## src/hdl/cdo_pkg.sv

```systemverilog
// Package for the calendar date-time offset block: field widths, payload structs,
// register indexes and the leap-year / month-length helpers.
// No dependencies.
package cdo_pkg;

   localparam int unsigned DAY_W   = 5;
   localparam int unsigned MON_W   = 4;
   localparam int unsigned YEAR_W  = 12;
   localparam int unsigned HOUR_W  = 5;
   localparam int unsigned MIN_W   = 6;
   localparam int unsigned SEC_W   = 6;
   localparam int unsigned OFS_W   = 17;
   localparam int unsigned TOD_W   = 17;
   localparam int unsigned CSR_IDX_W = 1;

   localparam int unsigned MAX_OFFSET_DEF = 86400;

   localparam logic [YEAR_W-1:0] MIN_YEAR_RST = 12'd1900;
   localparam logic [YEAR_W-1:0] MAX_YEAR_RST = 12'd2030;

   localparam logic [TOD_W-1:0] SECS_PER_DAY  = 17'd86400;
   localparam logic [TOD_W-1:0] SECS_PER_HOUR = 17'd3600;
   localparam logic [TOD_W-1:0] SECS_PER_MIN  = 17'd60;

   localparam logic [HOUR_W-1:0] LAST_HOUR   = 5'd23;
   localparam logic [MIN_W-1:0]  LAST_MINUTE = 6'd59;
   localparam logic [SEC_W-1:0]  LAST_SECOND = 6'd59;

   localparam logic [MON_W-1:0] MONTH_JAN = 4'd1;
   localparam logic [MON_W-1:0] MONTH_FEB = 4'd2;
   localparam logic [MON_W-1:0] MONTH_DEC = 4'd12;

   localparam logic [CSR_IDX_W-1:0] CSR_MIN_YEAR = 1'b0;
   localparam logic [CSR_IDX_W-1:0] CSR_MAX_YEAR = 1'b1;

   localparam logic OP_ADD = 1'b0;
   localparam logic OP_SUB = 1'b1;

   typedef struct packed {
      logic              op;
      logic [DAY_W-1:0]  day;
      logic [MON_W-1:0]  month;
      logic [YEAR_W-1:0] year;
      logic [HOUR_W-1:0] hour;
      logic [MIN_W-1:0]  minute;
      logic [SEC_W-1:0]  second;
      logic [OFS_W-1:0]  offset_seconds;
   } req_type;

   typedef struct packed {
      logic [DAY_W-1:0]  out_day;
      logic [MON_W-1:0]  out_month;
      logic [YEAR_W-1:0] out_year;
      logic [HOUR_W-1:0] out_hour;
      logic [MIN_W-1:0]  out_minute;
      logic [SEC_W-1:0]  out_second;
      logic              input_ok;
   } rsp_type;

   // 400/100/4 rule; y/4 divided by 25 through a reciprocal, exact below 1024
   function automatic logic is_leap(input logic [YEAR_W-1:0] y);
      logic [9:0]  x;
      logic [19:0] p;
      logic [9:0]  q;
      logic [9:0]  q25;
      logic        div100;
      logic        div400;
      x      = y[11:2];
      p      = {10'b0, x} * 20'd41;
      q      = p[19:10];
      q25    = q * 10'd25;
      div100 = (y[1:0] == 2'b00) && (x == q25);
      div400 = div100 && (y[3:0] == 4'b0000);
      return div400 || ((y[1:0] == 2'b00) && !div100);
   endfunction

   function automatic logic [DAY_W-1:0] month_days(input logic [MON_W-1:0] m,
                                                  input logic leap);
      logic [DAY_W-1:0] d;
      case (m)
         4'd1, 4'd3, 4'd5, 4'd7, 4'd8, 4'd10, 4'd12: d = 5'd31;
         4'd4, 4'd6, 4'd9, 4'd11: d = 5'd30;
         MONTH_FEB: d = leap ? 5'd29 : 5'd28;
         default: d = 5'd0;
      endcase
      return d;
   endfunction

endpackage

```

## src/hdl/calendar_datetime_offset.sv

```systemverilog
// Top level of the calendar date-time offset block: input register, validity
// and day-carry stages, then the time-of-day split. Depends on cdo_pkg, cdo_tod_split.
//
// Usage:
//   Input: an item on req_data is taken at a rising edge with start high and
//   busy low. busy is high only while reset is asserted, so one item can be
//   taken every cycle.
//   Result: rsp_data is shown with rsp_valid high for one cycle once the item
//   has passed the pipeline, and is taken in that cycle. The accept edge
//   loads the input register; four register stages follow:
//   validity/time-of-day, day carry, hour split, minute/second split.
//   Throughput is one item per cycle; results come out in input order.
//   The receiver cannot stall the block; every result must be taken.
//   Invalid input (field out of range, year outside the programmed bounds,
//   offset above MAX_OFFSET) returns the input date and time with
//   input_ok low.
//   Registers: csr_index selects min year (0) or max year (1), written with
//   csr_we; they reset to 1900 and 2030. Write them only while idle.
//   Reset: synchronous; clears all valid flags, nothing in flight survives.
module calendar_datetime_offset #(
   parameter int unsigned MAX_OFFSET = cdo_pkg::MAX_OFFSET_DEF
) (
   input  logic                         clock,
   input  logic                         reset,
   input  logic                         start,
   output logic                         busy,
   input  cdo_pkg::req_type             req_data,
   output logic                         rsp_valid,
   output cdo_pkg::rsp_type             rsp_data,
   input  logic                         csr_we,
   input  logic [cdo_pkg::CSR_IDX_W-1:0] csr_index,
   input  logic [cdo_pkg::YEAR_W-1:0]   csr_wdata
);
   import cdo_pkg::*;

   localparam logic [OFS_W-1:0] MAX_OFS = OFS_W'(MAX_OFFSET);

   logic [YEAR_W-1:0] min_year_ff;
   logic [YEAR_W-1:0] max_year_ff;

   logic              in_valid_ff;
   req_type           in_req_ff;

   logic              leap;
   logic [MON_W-1:0]  prev_month;
   logic [DAY_W-1:0]  mdays_in;
   logic [DAY_W-1:0]  pdays_in;
   logic              ok_in;
   logic [TOD_W-1:0]  tod_in;

   logic              s2_valid_ff;
   req_type           s2_req_ff;
   logic              s2_ok_ff;
   logic [TOD_W-1:0]  s2_tod_ff;
   logic [DAY_W-1:0]  s2_mdays_ff;
   logic [DAY_W-1:0]  s2_pdays_ff;

   logic [TOD_W:0]    add_sum;
   logic              add_wrap;
   logic              sub_borrow;
   logic [TOD_W-1:0]  tod_new;
   rsp_type           s3_rsp_in;

   logic              s3_valid_ff;
   rsp_type           s3_rsp_ff;
   logic [TOD_W-1:0]  s3_tod_ff;

   assign busy = reset;

   always_ff @(posedge clock) begin
      if (reset) begin
         min_year_ff <= MIN_YEAR_RST;
         max_year_ff <= MAX_YEAR_RST;
      end else if (csr_we) begin
         case (csr_index)
            CSR_MIN_YEAR: min_year_ff <= csr_wdata;
            CSR_MAX_YEAR: max_year_ff <= csr_wdata;
            default: ;
         endcase
      end
   end

   // input register
   always_ff @(posedge clock) begin
      if (reset) begin
         in_valid_ff <= 1'b0;
      end else begin
         in_valid_ff <= start && !busy;
      end
      in_req_ff <= req_data;
   end

   // validity, month lengths, time of day in seconds
   always_comb begin
      leap       = is_leap(in_req_ff.year);
      prev_month = (in_req_ff.month == MONTH_JAN) ? MONTH_DEC : in_req_ff.month - 4'd1;
      mdays_in   = month_days(in_req_ff.month, leap);
      pdays_in   = month_days(prev_month, leap);
      ok_in      = (in_req_ff.hour <= LAST_HOUR) && (in_req_ff.minute <= LAST_MINUTE)
                   && (in_req_ff.second <= LAST_SECOND)
                   && (in_req_ff.month >= MONTH_JAN) && (in_req_ff.month <= MONTH_DEC)
                   && (in_req_ff.day != 5'd0) && (in_req_ff.day <= mdays_in)
                   && (in_req_ff.year >= min_year_ff) && (in_req_ff.year <= max_year_ff)
                   && (in_req_ff.offset_seconds <= MAX_OFS);
      tod_in     = {12'b0, in_req_ff.hour} * SECS_PER_HOUR
                   + {11'b0, in_req_ff.minute} * SECS_PER_MIN
                   + {11'b0, in_req_ff.second};
   end

   always_ff @(posedge clock) begin
      if (reset) begin
         s2_valid_ff <= 1'b0;
      end else begin
         s2_valid_ff <= in_valid_ff;
      end
      s2_req_ff   <= in_req_ff;
      s2_ok_ff    <= ok_in;
      s2_tod_ff   <= tod_in;
      s2_mdays_ff <= mdays_in;
      s2_pdays_ff <= pdays_in;
   end

   // offset and at most one day boundary
   always_comb begin
      add_sum    = {1'b0, s2_tod_ff} + {1'b0, s2_req_ff.offset_seconds};
      add_wrap   = add_sum >= {1'b0, SECS_PER_DAY};
      sub_borrow = s2_tod_ff < s2_req_ff.offset_seconds;

      s3_rsp_in.out_day    = s2_req_ff.day;
      s3_rsp_in.out_month  = s2_req_ff.month;
      s3_rsp_in.out_year   = s2_req_ff.year;
      s3_rsp_in.out_hour   = s2_req_ff.hour;
      s3_rsp_in.out_minute = s2_req_ff.minute;
      s3_rsp_in.out_second = s2_req_ff.second;
      s3_rsp_in.input_ok   = s2_ok_ff;

      if (s2_req_ff.op == OP_ADD) begin
         tod_new = add_wrap ? add_sum[TOD_W-1:0] - SECS_PER_DAY : add_sum[TOD_W-1:0];
      end else begin
         tod_new = sub_borrow ? s2_tod_ff + SECS_PER_DAY - s2_req_ff.offset_seconds
                              : s2_tod_ff - s2_req_ff.offset_seconds;
      end

      if (s2_ok_ff) begin
         if (s2_req_ff.op == OP_ADD) begin
            if (add_wrap) begin
               if (s2_req_ff.day == s2_mdays_ff) begin
                  s3_rsp_in.out_day = 5'd1;
                  if (s2_req_ff.month == MONTH_DEC) begin
                     s3_rsp_in.out_month = MONTH_JAN;
                     s3_rsp_in.out_year  = s2_req_ff.year + 12'd1;
                  end else begin
                     s3_rsp_in.out_month = s2_req_ff.month + 4'd1;
                  end
               end else begin
                  s3_rsp_in.out_day = s2_req_ff.day + 5'd1;
               end
            end
         end else if (sub_borrow) begin
            if (s2_req_ff.day > 5'd1) begin
               s3_rsp_in.out_day = s2_req_ff.day - 5'd1;
            end else begin
               s3_rsp_in.out_day = s2_pdays_ff;
               if (s2_req_ff.month == MONTH_JAN) begin
                  s3_rsp_in.out_month = MONTH_DEC;
                  s3_rsp_in.out_year  = s2_req_ff.year - 12'd1;
               end else begin
                  s3_rsp_in.out_month = s2_req_ff.month - 4'd1;
               end
            end
         end
      end
   end

   always_ff @(posedge clock) begin
      if (reset) begin
         s3_valid_ff <= 1'b0;
      end else begin
         s3_valid_ff <= s2_valid_ff;
      end
      s3_rsp_ff <= s3_rsp_in;
      s3_tod_ff <= tod_new;
   end

   cdo_tod_split u_tod_split (
      .clock     (clock),
      .reset     (reset),
      .in_valid  (s3_valid_ff),
      .in_rsp    (s3_rsp_ff),
      .in_tod    (s3_tod_ff),
      .out_valid (rsp_valid),
      .out_rsp   (rsp_data)
   );

`ifndef ASSERT_OFF
   a_rsp_follows_transfer: assert property (@(posedge clock) disable iff (reset)
      rsp_valid |-> $past(start && !busy, 5))
      else $error("result without a matching input transfer");

   a_time_in_range: assert property (@(posedge clock) disable iff (reset)
      rsp_valid && rsp_data.input_ok |->
         rsp_data.out_hour <= LAST_HOUR && rsp_data.out_minute <= LAST_MINUTE
         && rsp_data.out_second <= LAST_SECOND)
      else $error("time of day out of range on valid result");

   a_date_in_range: assert property (@(posedge clock) disable iff (reset)
      rsp_valid && rsp_data.input_ok |->
         rsp_data.out_month >= MONTH_JAN && rsp_data.out_month <= MONTH_DEC
         && rsp_data.out_day != 5'd0)
      else $error("date out of range on valid result");

   a_invalid_echo: assert property (@(posedge clock) disable iff (reset)
      rsp_valid && !rsp_data.input_ok |->
         rsp_data.out_day == $past(req_data.day, 5)
         && rsp_data.out_hour == $past(req_data.hour, 5)
         && rsp_data.out_second == $past(req_data.second, 5))
      else $error("invalid input not echoed");
`endif

endmodule

```

## src/hdl/cdo_tod_split.sv

```systemverilog
// Two-stage split of a time of day in seconds into hour, minute and second.
// Depends on cdo_pkg.
module cdo_tod_split (
   input  logic                     clock,
   input  logic                     reset,
   input  logic                     in_valid,
   input  cdo_pkg::rsp_type         in_rsp,
   input  logic [cdo_pkg::TOD_W-1:0] in_tod,
   output logic                     out_valid,
   output cdo_pkg::rsp_type         out_rsp
);
   import cdo_pkg::*;

   logic [25:0]        hour_prod;
   logic [31:0]        tmin_prod;
   logic [HOUR_W-1:0]  hour_in;
   logic [10:0]        tmin_in;

   logic               a_valid_ff;
   rsp_type            a_rsp_ff;
   logic [TOD_W-1:0]   a_tod_ff;
   logic [HOUR_W-1:0]  a_hour_ff;
   logic [10:0]        a_tmin_ff;

   logic [10:0]        hour_min;
   logic [10:0]        minute_full;
   logic [TOD_W-1:0]   tmin_sec;
   logic [TOD_W-1:0]   second_full;

   logic               out_valid_ff;
   rsp_type            out_rsp_ff;
   rsp_type            out_rsp_in;

   // tod/3600 = (tod>>4)/225 and tod/60 = (tod>>2)/15, both exact below one day
   always_comb begin
      hour_prod = {13'b0, in_tod[16:4]} * 26'd4661;
      tmin_prod = {17'b0, in_tod[16:2]} * 32'd69906;
      hour_in   = hour_prod[24:20];
      tmin_in   = tmin_prod[30:20];
   end

   always_ff @(posedge clock) begin
      if (reset) begin
         a_valid_ff <= 1'b0;
      end else begin
         a_valid_ff <= in_valid;
      end
      a_rsp_ff  <= in_rsp;
      a_tod_ff  <= in_tod;
      a_hour_ff <= hour_in;
      a_tmin_ff <= tmin_in;
   end

   always_comb begin
      hour_min    = {6'b0, a_hour_ff} * 11'd60;
      minute_full = a_tmin_ff - hour_min;
      tmin_sec    = {6'b0, a_tmin_ff} * SECS_PER_MIN;
      second_full = a_tod_ff - tmin_sec;
      out_rsp_in  = a_rsp_ff;
      if (a_rsp_ff.input_ok) begin
         out_rsp_in.out_hour   = a_hour_ff;
         out_rsp_in.out_minute = minute_full[MIN_W-1:0];
         out_rsp_in.out_second = second_full[SEC_W-1:0];
      end
   end

   always_ff @(posedge clock) begin
      if (reset) begin
         out_valid_ff <= 1'b0;
      end else begin
         out_valid_ff <= a_valid_ff;
      end
      out_rsp_ff <= out_rsp_in;
   end

   assign out_valid = out_valid_ff;
   assign out_rsp   = out_rsp_ff;

endmodule

```

## config.mk

```make
export PLATFORM = sky130hd
export DESIGN_NAME = calendar_datetime_offset
export DESIGN_NICKNAME = d
export VERILOG_FILES = /design/src/hdl/cdo_pkg.sv /design/src/hdl/calendar_datetime_offset.sv /design/src/hdl/cdo_tod_split.sv
export SDC_FILE = /design/constraint.sdc
export NUM_CORES = 1
export LEC_CHECK = 0
export BUFFER_PORTS_ARGS = -buffer_cell sky130_fd_sc_hd__buf_2
export CELL_PAD_IN_SITES_DETAIL_PLACEMENT = 2
export CELL_PAD_IN_SITES_GLOBAL_PLACEMENT = 2
export CORE_AREA = 2 2 232 234
export CTS_CLUSTER_SIZE = 16
export DETAILED_ROUTE_END_ITERATION = 6
export DIE_AREA = 0 0 234 236
export GPL_ROUTABILITY_DRIVEN = 0
export PLACE_DENSITY = 0.75
export SLEW_MARGIN = 10
export SYNTH_ARGS = -nofsm -noshare
export SYNTH_HDL_FRONTEND = slang
export SYNTH_SLANG_ARGS = --single-unit
export TNS_END_PERCENT = 1
```

## constraint.sdc

```tcl
create_clock -name clock -period 6.65 [get_ports clock]
set_input_delay 1.33 -clock clock [delete_from_list [all_inputs] [get_ports clock]]
set_output_delay 1.33 -clock clock [all_outputs]
set_load 0.02 [all_outputs]
```

==> parameters.txt, run 1 <==
Parameter                              Value

Timing
  Relative slew slack    0.300
  Final hold violations    0
  Worst-margin pin slew    around 1000 ps
  Final count of negative-setup-slack endpoints    1
  Setup slack after layout    -571 ps
  Upper clock frequency limit    around 0.14 GHz
  Worst clock skew    about 23 ps
  Setup_tns    -571 ps
  Unrepaired setup endpoints after global routing    yes
  Number of max-slew violations in the final report    0
  Post-route clock period utilization    1.09
  Fin crit period    about 7200 ps

Worst setup path
  Max stage delay on crit path    between 500 and 600 ps
  Slack of the worst reg-to-reg path    -570 ps
  Number of cell instances on the worst register-to-register path    41
  Start point of the critical path    in_req_ff[39]
  Critical path data required time    between 7000 and 8000 ps
  Setup crit end    s2_ok_ff
  Critical path capture point type    flop
  Critical R2R Capture    s2_ok_ff
  Cell mode on critical path    sky130_fd_sc_hd__ha_4
  Worst path slowest cell    sky130_fd_sc_hd__fa_1
  Worst setup path category    reg2reg
  Arrival time of data at the critical path endpoint    7700 ps
  FF-to-FF Start    in_req_ff[39]
  Max FO, Critical Path    2
  Critical path launch point type    flop

Floorplan
  Top Ports    around 110
  Starting density of the core    0.366
  Die ar.    approximately 55000 sq um
  Site Rows    85
  Floorplan Core Area    ~53000 sq um
  Horiz. Die Dim    between 200 and 250 um
  Vert. Die Dim    236 um

Logic synthesis
  Number of enable flip-flop cells after synthesis    0
  Number of instances in the synthesized netlist    approximately 1900
  Top cell type's share of synthesized area    0.324
  Post-Syn Area per Cell    between 10 and 15 sq um
  Share of async-settable or async-resettable flops after synthesis    0
  Post-synthesis cell type with the largest combined area    sky130_fd_sc_hd__dfxtp_1
  Ranking of synthesized cells by area    sky130_fd_sc_hd__dfxtp_1 (32%), sky130_fd_sc_hd__ha_1 (23%), sky130_fd_sc_hd__fa_1 (9.2%)
  Post-Syn Nets    approximately 2500
  Warnings, synthesis    0
  Post-synth cell types    just under 80
  Top_reg_cell synth    sky130_fd_sc_hd__dfxtp_1
  Yosys reg bits    around 310
  Synthesized cell area    just under 20000 sq um
  Sequential fraction of the synthesis area    0.324

Flow run
  Count of maximum capacitance violations    0

Finish
  Most used cells in the layout excluding fill and tap cells    sky130_fd_sc_hd__ha_1 (344), sky130_fd_sc_hd__dfxtp_1 (312), sky130_fd_sc_hd__inv_1 (267)
  Leading cell type in the layout, fill and taps excluded    sky130_fd_sc_hd__ha_1
  Area overhead of the layout relative to synthesis    16.9%
  Antenna Cells    0
  Fraction of layout instances using a drive strength above 1    0.148
  Final nets    between 2000 and 3000

Global routing
  Global-route wire length before repair    between 90000 and 100000 um
  Aggregate global routing overflow    0
  Via count of the first global-routing pass    17000
  Initial antenna violation count    0
  Pin count of the biggest net entering global routing    45
  Overall global routing resource usage    0.220

Detailed routing
  Detailed-route vias per instance    about 5.2
  DR iter-0 viols    between 500 and 600
  Wirelength, routed    about 60000 um
  Number of remaining DRC errors    0
  Number of vias in the routed layout    ~15000
  Number of nets with antenna violations after detailed routing    0
  Post-detailed-route wirelength per cell    21.7 um
  Pre-Repair DR Iteration Count    4

Worst hold path
  Type of the tightest min-delay check    reg2reg

Clocking
  H-tree lvl count    2
  Worst-skew pair later-pin latency    550 ps
  Total number of clock tree sinks    314
  Clock-pin slew on the worst setup and hold paths    60 ps
  Clock tree from TritonCTS    built
  CTS buffer count    36
  Maximum clock path buffer count    3
  Buffer type at the clock tree root    sky130_fd_sc_hd__clkbuf_16

Outcome
  Status    complete, but fails checks
  Violations in the final reports    setup timing

Placed design
  IO Port Bufs    roughly 110
  Dpl hpwl    about 45000 um
==> final cells by class <==
| type | count | area [sq um] |
|---|---|---|
| sequential | 314 | 6290 |
| clock buffer | 51 | 1060 |
| inverter | 272 | 1020 |
| clock inverter | 14 | 198 |
| tap | 696 | 871 |
| timing repair buffer | 156 | 896 |
| fill | 5557 | 30400 |
| multi-input combinational | 1305 | 12300 |
==> layer usage <==
layer	GRT usage	wire length, um	vias up
li1	-	-	6928
met1	0.235	23600	7276
met2	0.420	32800	201
met3	0.0295	1390	130
met4	0.105	2950	0
met5	0	0	-
==> stage by stage <==
| stage | util | setup slack (ps) | area (sq um) | hold WS [ps] | cells |
|---|---|---|---|---|---|
| finish | 0.427 | -571 | 22700 | 315 | 2808 |
| global route | 0.427 | -897 | 22700 | 316 | 2808 |
| CTS | 0.424 | -250 | 22500 | 313 | 2801 |
| detailed placement | 0.393 | -937 | 20900 | 315 | 2727 |
| global placement | 0.393 | -409 | 20900 | 310 | 2727 |
| floorplan | - | 16.5 | 19400 | 310 | 1935 |
==> worst min-delay path by stage <==
stage                  start                       end  cells after the start
6_report       s2_req_ff[25]              s3_rsp_ff[9]                      0
5_1_grt        s2_req_ff[25]              s3_rsp_ff[9]                      0
4_1_cts        s2_req_ff[25]              s3_rsp_ff[9]                      0
3_5_place_dp   in_req_ff[18]              s2_tod_ff[1]                      0
3_3_place_gp   s3_rsp_ff[20]  u_tod_split.a_rsp_ff[20]                      0
2_1_floorplan  in_req_ff[55]             s2_req_ff[55]                      0
==> sequential cells by signal, indices dropped and copies added, names as in the netlist, 3 cells and up <==
signal                 flops
s2_mdays_ff                3
in_req_ff                 56
u_tod_split.out_rsp       39
min_year_ff               12
u_tod_split.a_hour_ff      5
s2_pdays_ff                3
s2_tod_ff                 17
u_tod_split.a_tmin_ff      6
s2_req_ff                 54
s3_tod_ff                 17
u_tod_split.a_tod_ff       6
max_year_ff               12
s3_rsp_ff                 39
u_tod_split.a_rsp_ff      39
==> what timing repair did <==
item | in CTS | in global routing
buffers inserted | 9 | 8
setup endpoints to repair | 1 | 1
pin swaps | 37 | 27
hold buffers | 0 | 0
resized for setup | 44 | 20
==> critical path: cells and delay by family (launching register included) <==
family	cells	cell delay [ps]
AOI/OAI and AO/OA	15	2190
xor gates and xnor gates	3	630
adders and majority gates	8	2140
buffers and inverters	8	860
DFF	1	340
and+or+nand+nor	7	990
==> cells in the mapped netlist, drive strengths merged (5+ instances only) <==
library cell	number
mux2i	5
o21a	14
or3	9
a31oi	16
ha	364
nor3	40
xnor2	92
mux2	15
dfxtp	314
o211ai	16
o21bai	17
a211oi	17
a2111oi	7
nand4	14
o41ai	5
xor2	23
nor2	100
a211o	18
buf	7
fa	89
a21oi	100
o21ai	56
nand2	64
nand3	22
and3	23
inv	272
o31ai	8
nor2b	21
a21o	31
nor4	14
nand2b	17
nand3b	6
and2	5
nor3b	8
a41oi	6
clkbuf	37
or2	6
==> cells by family (layout without fill, tap and decap cells) <==
kind of cell             Yosys count  after routing  synth area share
AO/OA/AOI/OAI                    359            359             0.126
XOR/XNOR                         115            115            0.0529
adder cells (fa/ha/maj)          453            453             0.327
buffers and inverters            316            493            0.0624
flip-flops                       314            314             0.324
multiplexers                      20             20            0.0113
AND/OR/NAND/NOR                  358            358            0.0967
Power of run 1 is not shown: default switching activity piles up to over one toggle a cycle in this logic, so the estimate is an artifact.
==> run 2: changes to the inputs <==
Settings changed: BUFFER_PORTS_ARGS -buffer_cell sky130_fd_sc_hd__buf_2 to default, CORE_AREA 2 2 232 234 to 2 2 229 231, DIE_AREA 0 0 234 236 to 0 0 231 233, DONT_BUFFER_PORTS from default to 1, GPL_TIMING_DRIVEN from default to 1, PLACE_DENSITY 0.75 to default, PLACE_DENSITY_LB_ADDON from default to 0.1.
==> run 2 against run 1 <==
Effect of this change: the flow still finishes with violations (setup timing); largest cell class unchanged; flip-flop and latch count did not move; first-iteration DRC count is 19% lower; cell count down 4.7%; critical path depth is 6 lower.
==> parameters.txt, run 2 (synthesized netlist as in run 1, its figures left out) <==
Parameter                              Value

Outcome
  Status    complete, but fails checks
  Violations in the final reports    setup timing

Worst hold path
  Type of the tightest min-delay check    reg2reg
  Hold Path End    u_tod_split.a_rsp_ff[18]
  Hold Crit Start    s3_rsp_ff[18]
  Worst Hold Depth    0

Worst setup path
  Critical path data required time    around 7000 ps
  Max FO, Critical Path    2
  Cell mode on critical path    sky130_fd_sc_hd__ha_4
  Count of buffer and inverter cells on the critical path    5
  Critical R2R Capture    s2_ok_ff
  Number of cell instances on the worst register-to-register path    35
  Worst path slowest cell    sky130_fd_sc_hd__fa_1
  Worst setup path category    reg2reg
  Arrival time of data at the critical path endpoint    ~7600 ps
  Critical path capture point type    flop
  Crit-path leading delay family    adder cells
  Critical path launch point type    flop
  Max stage delay on crit path    about 520 ps
  Start point of the critical path    in_req_ff[37]
  Slack of the worst reg-to-reg path    -480 ps
  FF-to-FF Start    in_req_ff[37]

Floorplan
  Vert. Die Dim    between 200 and 250 um
  Horiz. Die Dim    between 200 and 250 um
  Top Ports    around 110
  Floorplan Core Area    a little over 50000 sq um
  Die ar.    approximately 54000 sq um
  Site Rows    between 80 and 90
  Starting density of the core    0.380

Timing
  Final hold violations    0
  Post-route clock period utilization    1.07
  Setup slack after layout    -484 ps
  Worst clock skew    22.4 ps
  Worst Hold Margin    320 ps
  Fin crit period    about 7000 ps
  Worst-margin pin slew    1010 ps
  Final count of negative-setup-slack endpoints    1
  Upper clock frequency limit    0.140 GHz
  Relative slew slack    0.311
  Number of max-slew violations in the final report    0
  Unrepaired setup endpoints after global routing    yes

Clocking
  Maximum clock path buffer count    3
  Clock-pin slew on the worst setup and hold paths    about 60 ps
  Clock tree from TritonCTS    built
  Total number of clock tree sinks    about 310
  CTS buffer count    38
  Worst-skew pair later-pin latency    between 500 and 600 ps
  Buffer type at the clock tree root    sky130_fd_sc_hd__clkbuf_16
  H-tree lvl count    2

Finish
  Leading cell type in the layout, fill and taps excluded    sky130_fd_sc_hd__ha_1
  Biggest regs    in_req_ff: 56 flops, s2_req_ff: 54 flops
  Most used cells in the layout excluding fill and tap cells    sky130_fd_sc_hd__ha_1 (348), sky130_fd_sc_hd__dfxtp_1 (312), sky130_fd_sc_hd__inv_1 (266)
  Fraction of layout instances using a drive strength above 1    0.0967
  Final nets    2495
  Antenna Cells    0
  Register with the most flip-flops    in_req_ff
  Final instance area    21900 sq um
  Largest register FFs    56
  Area overhead of the layout relative to synthesis    13.1%

Detailed routing
  Number of nets with antenna violations after detailed routing    0
  Detailed-route vias per instance    slightly above 5
  DR iter-0 viols    just over 400
  Number of vias in the routed layout    13800
  Pre-Repair DR Iteration Count    4
  Number of remaining DRC errors    0
  Post-detailed-route wirelength per cell    about 20 um
  Wirelength, routed    54500 um

Global routing
  Global-route wire length before repair    ~87000 um
  Overall global routing resource usage    0.208
  Via count of the first global-routing pass    between 15000 and 20000
  Pin count of the biggest net entering global routing    between 40 and 50
  Aggregate global routing overflow    0
  Initial antenna violation count    5

Placed design
  Dpl hpwl    roughly 43000 um
  Placed cell areas    just over 20000 sq um
  IO Port Bufs    0

Flow run
  Count of maximum capacitance violations    0
[run 2: cell count changes in the layout (fill, tap and decap cells not counted), moves of 3 or more]
cell                         change
sky130_fd_sc_hd__buf_2         -113
sky130_fd_sc_hd__buf_4           -5
sky130_fd_sc_hd__xnor2_4         -3
sky130_fd_sc_hd__ha_1            +4
sky130_fd_sc_hd__clkbuf_1        -4
sky130_fd_sc_hd__ha_4            -4
sky130_fd_sc_hd__clkinvlp_4      +4
sky130_fd_sc_hd__clkbuf_8        -3
[run 2: worst register-to-register path: cells and delay by family, from the launching register on]
kind | cells | cell delay (ps)
buffers and inverters | 5 | 510
AND/OR/NAND/NOR | 6 | 1170
flip-flops | 1 | 350
AO/OA/AOI/OAI | 12 | 2020
adder cells (fa/ha/maj) | 9 | 2600
XOR/XNOR | 3 | 440
[run 2: worst max-delay path by stage]
stage | cells after the start | endpoint | slack, ps
finish | 35 | s2_ok_ff | -480
global route | 38 | s2_ok_ff | -840
CTS | 38 | s2_ok_ff | -230
detailed placement | 38 | s2_ok_ff | -950
global placement | 38 | s2_ok_ff | -620
floorplan | 33 | s2_ok_ff | 20
[run 2: area by class of cell]
type / instances / area [sq um]
clock inverters: 21 / 218
flip-flops and latches: 314 / 6290
well taps: 680 / 851
repair buffers: 38 / 293
fillers: 5415 / 29200
clock buffers: 45 / 1030
multi-input cells: 1305 / 12200
inverters: 272 / 1020
[run 2: per-stage QoR]
step | setup WS, ps | utilization | cells | TNS (ps)
6_report | -484 | 0.429 | 2675 | -484
3_3_place_gp | -620 | 0.397 | 2599 | -620
5_1_grt | -836 | 0.429 | 2675 | -836
2_1_floorplan | 16.5 | - | 1935 | 0
4_1_cts | -226 | 0.427 | 2671 | -226
3_5_place_dp | -951 | 0.397 | 2599 | -951
[run 2: routing by layer]
metal / share of wire / track usage / vias to the layer above / wire length, um
li1: - / - / 6681 / -
met5: 0.0013 / 0 / - / 71
met2: 0.54 / 0.404 / 140 / 29400
met1: 0.40 / 0.229 / 6908 / 21900
met3: 0.030 / 0.0357 / 82 / 1640
met4: 0.026 / 0.0621 / 10 / 1440
[run 2: repair_timing]
action | in CTS | in global routing
pin swaps | 43 | 25
setup buffers | 6 | 4
setup endpoints to repair | 1 | 1
gates resized for setup | 38 | 17
hold buffers | 0 | 0
Power of run 2 is left out for the same reason.
==> run 3: changes to the inputs <==
Settings changed: PLACE_DENSITY from default to 0.85, PLACE_DENSITY_LB_ADDON 0.1 to default.
==> run 3 against run 2 <==
Effect of this change: utilization rose by 0.17 points; highest routed layer unchanged; via count up 9.5%; sequential share of layout area shrank 0.13 points; the run still ends with setup timing left; design area grew 0.40%; hold slack improved by 0.98 ps.
==> parameters.txt, run 3 (synthesized netlist as in run 1, its figures left out) <==
Parameter                              Value

Finish
  Combined area of the multi-input logic cells    around 12000 sq um
  Biggest regs    in_req_ff: 56 flops, s2_req_ff: 54 flops
  Core Util, Final    0.431
  Area overhead of the layout relative to synthesis    13.6%
  Final nets    ~2500
  Leading cell type in the layout, fill and taps excluded    sky130_fd_sc_hd__ha_1
  Register with the most flip-flops    in_req_ff
  Largest register FFs    56
  Final instance area    ~22000 sq um
  Total of fill cells in the finished design    5319
  Most used cells in the layout excluding fill and tap cells    sky130_fd_sc_hd__ha_1 (350), sky130_fd_sc_hd__dfxtp_1 (312), sky130_fd_sc_hd__inv_1 (268)
  Fraction of layout instances using a drive strength above 1    0.0968
  Layout Cells excl Fill    2678
  Combined flip-flop and latch cell area    6290 sq um

Placed design
  Placed cell count    2596
  Dpl hpwl    slightly below 50000 um
  Setup Slack @ Placement    -1050 ps
  IO Port Bufs    0
  Placed cell areas    a little over 20000 sq um

Detailed routing
  Pre-Repair DR Iteration Count    6
  Post-detailed-route wirelength per cell    approximately 27 um
  Number of vias in the routed layout    between 15000 and 20000
  DR iter-0 viols    around 760
  Number of remaining DRC errors    0
  Detailed-route vias per instance    5.65
  Wirelength, routed    between 70000 and 80000 um
  Number of nets with antenna violations after detailed routing    0

Outcome
  Status    complete, but fails checks
  Violations in the final reports    setup timing

Timing
  Post-route clock period utilization    1.10
  Upper clock frequency limit    0.137 GHz
  Final hold violations    0
  Number of max-slew violations in the final report    0
  Worst-margin pin slew    1180 ps
  Relative slew slack    0.213
  Final count of negative-setup-slack endpoints    1
  Unrepaired setup endpoints after global routing    yes
  Setup slack after layout    -674 ps
  Worst clock skew    33.8 ps
  Fin crit period    ~7300 ps

Clocking
  Buffer type at the clock tree root    sky130_fd_sc_hd__clkbuf_16
  Total number of clock tree sinks    about 310
  Clock tree from TritonCTS    built
  CTS buffer count    36
  Worst-skew pair later-pin latency    just under 600 ps
  Clock-pin slew on the worst setup and hold paths    roughly 70 ps
  Maximum clock path buffer count    3
  Quantity of hold-fixing buffers added after cts    0
  H-tree lvl count    2

Flow run
  Count of maximum capacitance violations    0

Worst setup path
  Number of cell instances on the worst register-to-register path    38
  Critical path data required time    7090 ps
  Max FO, Critical Path    2
  Worst setup path category    reg2reg
  Worst path slowest cell    sky130_fd_sc_hd__fa_1
  Critical path launch point type    flop
  Critical path capture point type    flop
  Max stage delay on crit path    roughly 600 ps
  Arrival time of data at the critical path endpoint    7760 ps

Global routing
  Pin count of the biggest net entering global routing    45
  Global-route wire length before repair    111000 um
  Via count of the first global-routing pass    18100
  Overall global routing resource usage    0.270
  Aggregate global routing overflow    0
  Initial antenna violation count    7

Floorplan
  Top Ports    about 110
  Floorplan Core Area    around 51000 sq um
  Site Rows    83
  Horiz. Die Dim    roughly 230 um
  Die ar.    about 54000 sq um
  Vert. Die Dim    233 um
  Starting density of the core    0.380

Worst hold path
  Type of the tightest min-delay check    reg2reg
  Worst Hold Depth    0
==> run 3: critical path, delay by kind of cell (launching register included) <==
kind | cells | cell delay, ps
adders and majority gates | 8 | 2730
AOI/OAI and AO/OA | 16 | 2450
and+or+nand+nor | 7 | 920
xor gates and xnor gates | 3 | 430
DFF | 1 | 340
buffers and inverters | 4 | 320
==> run 3: final cells by class <==
cell class	count	area share
Inverter	272	0.0463
Multi-Input combinational cell	1305	0.557
Sequential cell	314	0.285
Antenna cell	4	0.000454
Timing Repair Buffer	38	0.0137
Clock inverter	23	0.0138
Tap cell	680	0.0386
Clock buffer	42	0.0442
==> run 3: what timing repair did <==
item,CTS,global route
gates cloned,0,0
pin swaps,41,14
resized for setup,41,17
setup endpoints to repair,3,1
setup buffers,10,3
==> run 3: layer usage <==
metal	GRT usage	vias up	wire length, um
li1	-	6690	-
met1	0.272	7706	26200
met2	0.511	476	38100
met3	0.0474	260	2970
met4	0.172	2	4850
met5	0	-	11
==> run 3: final timing paths <==
path / from / slack [ps] / end
worst max-delay path: in_req_ff[39] / -670 / s2_ok_ff
worst min-delay path: s2_req_ff[22] / 320 / s3_rsp_ff[6]
worst max register to register: in_req_ff[39] / -670 / s2_ok_ff
worst min register to register: s2_req_ff[22] / 320 / s3_rsp_ff[6]
==> run 3: through the flow <==
stage	setup TNS (ps)	hold WS, ps
after global placement	-368	310
after global routing	-910	324
after detailed placement	-1100	314
final	-674	321
after floorplan	0	310
after CTS	-344	325
Power of run 3 is left out for the same reason.
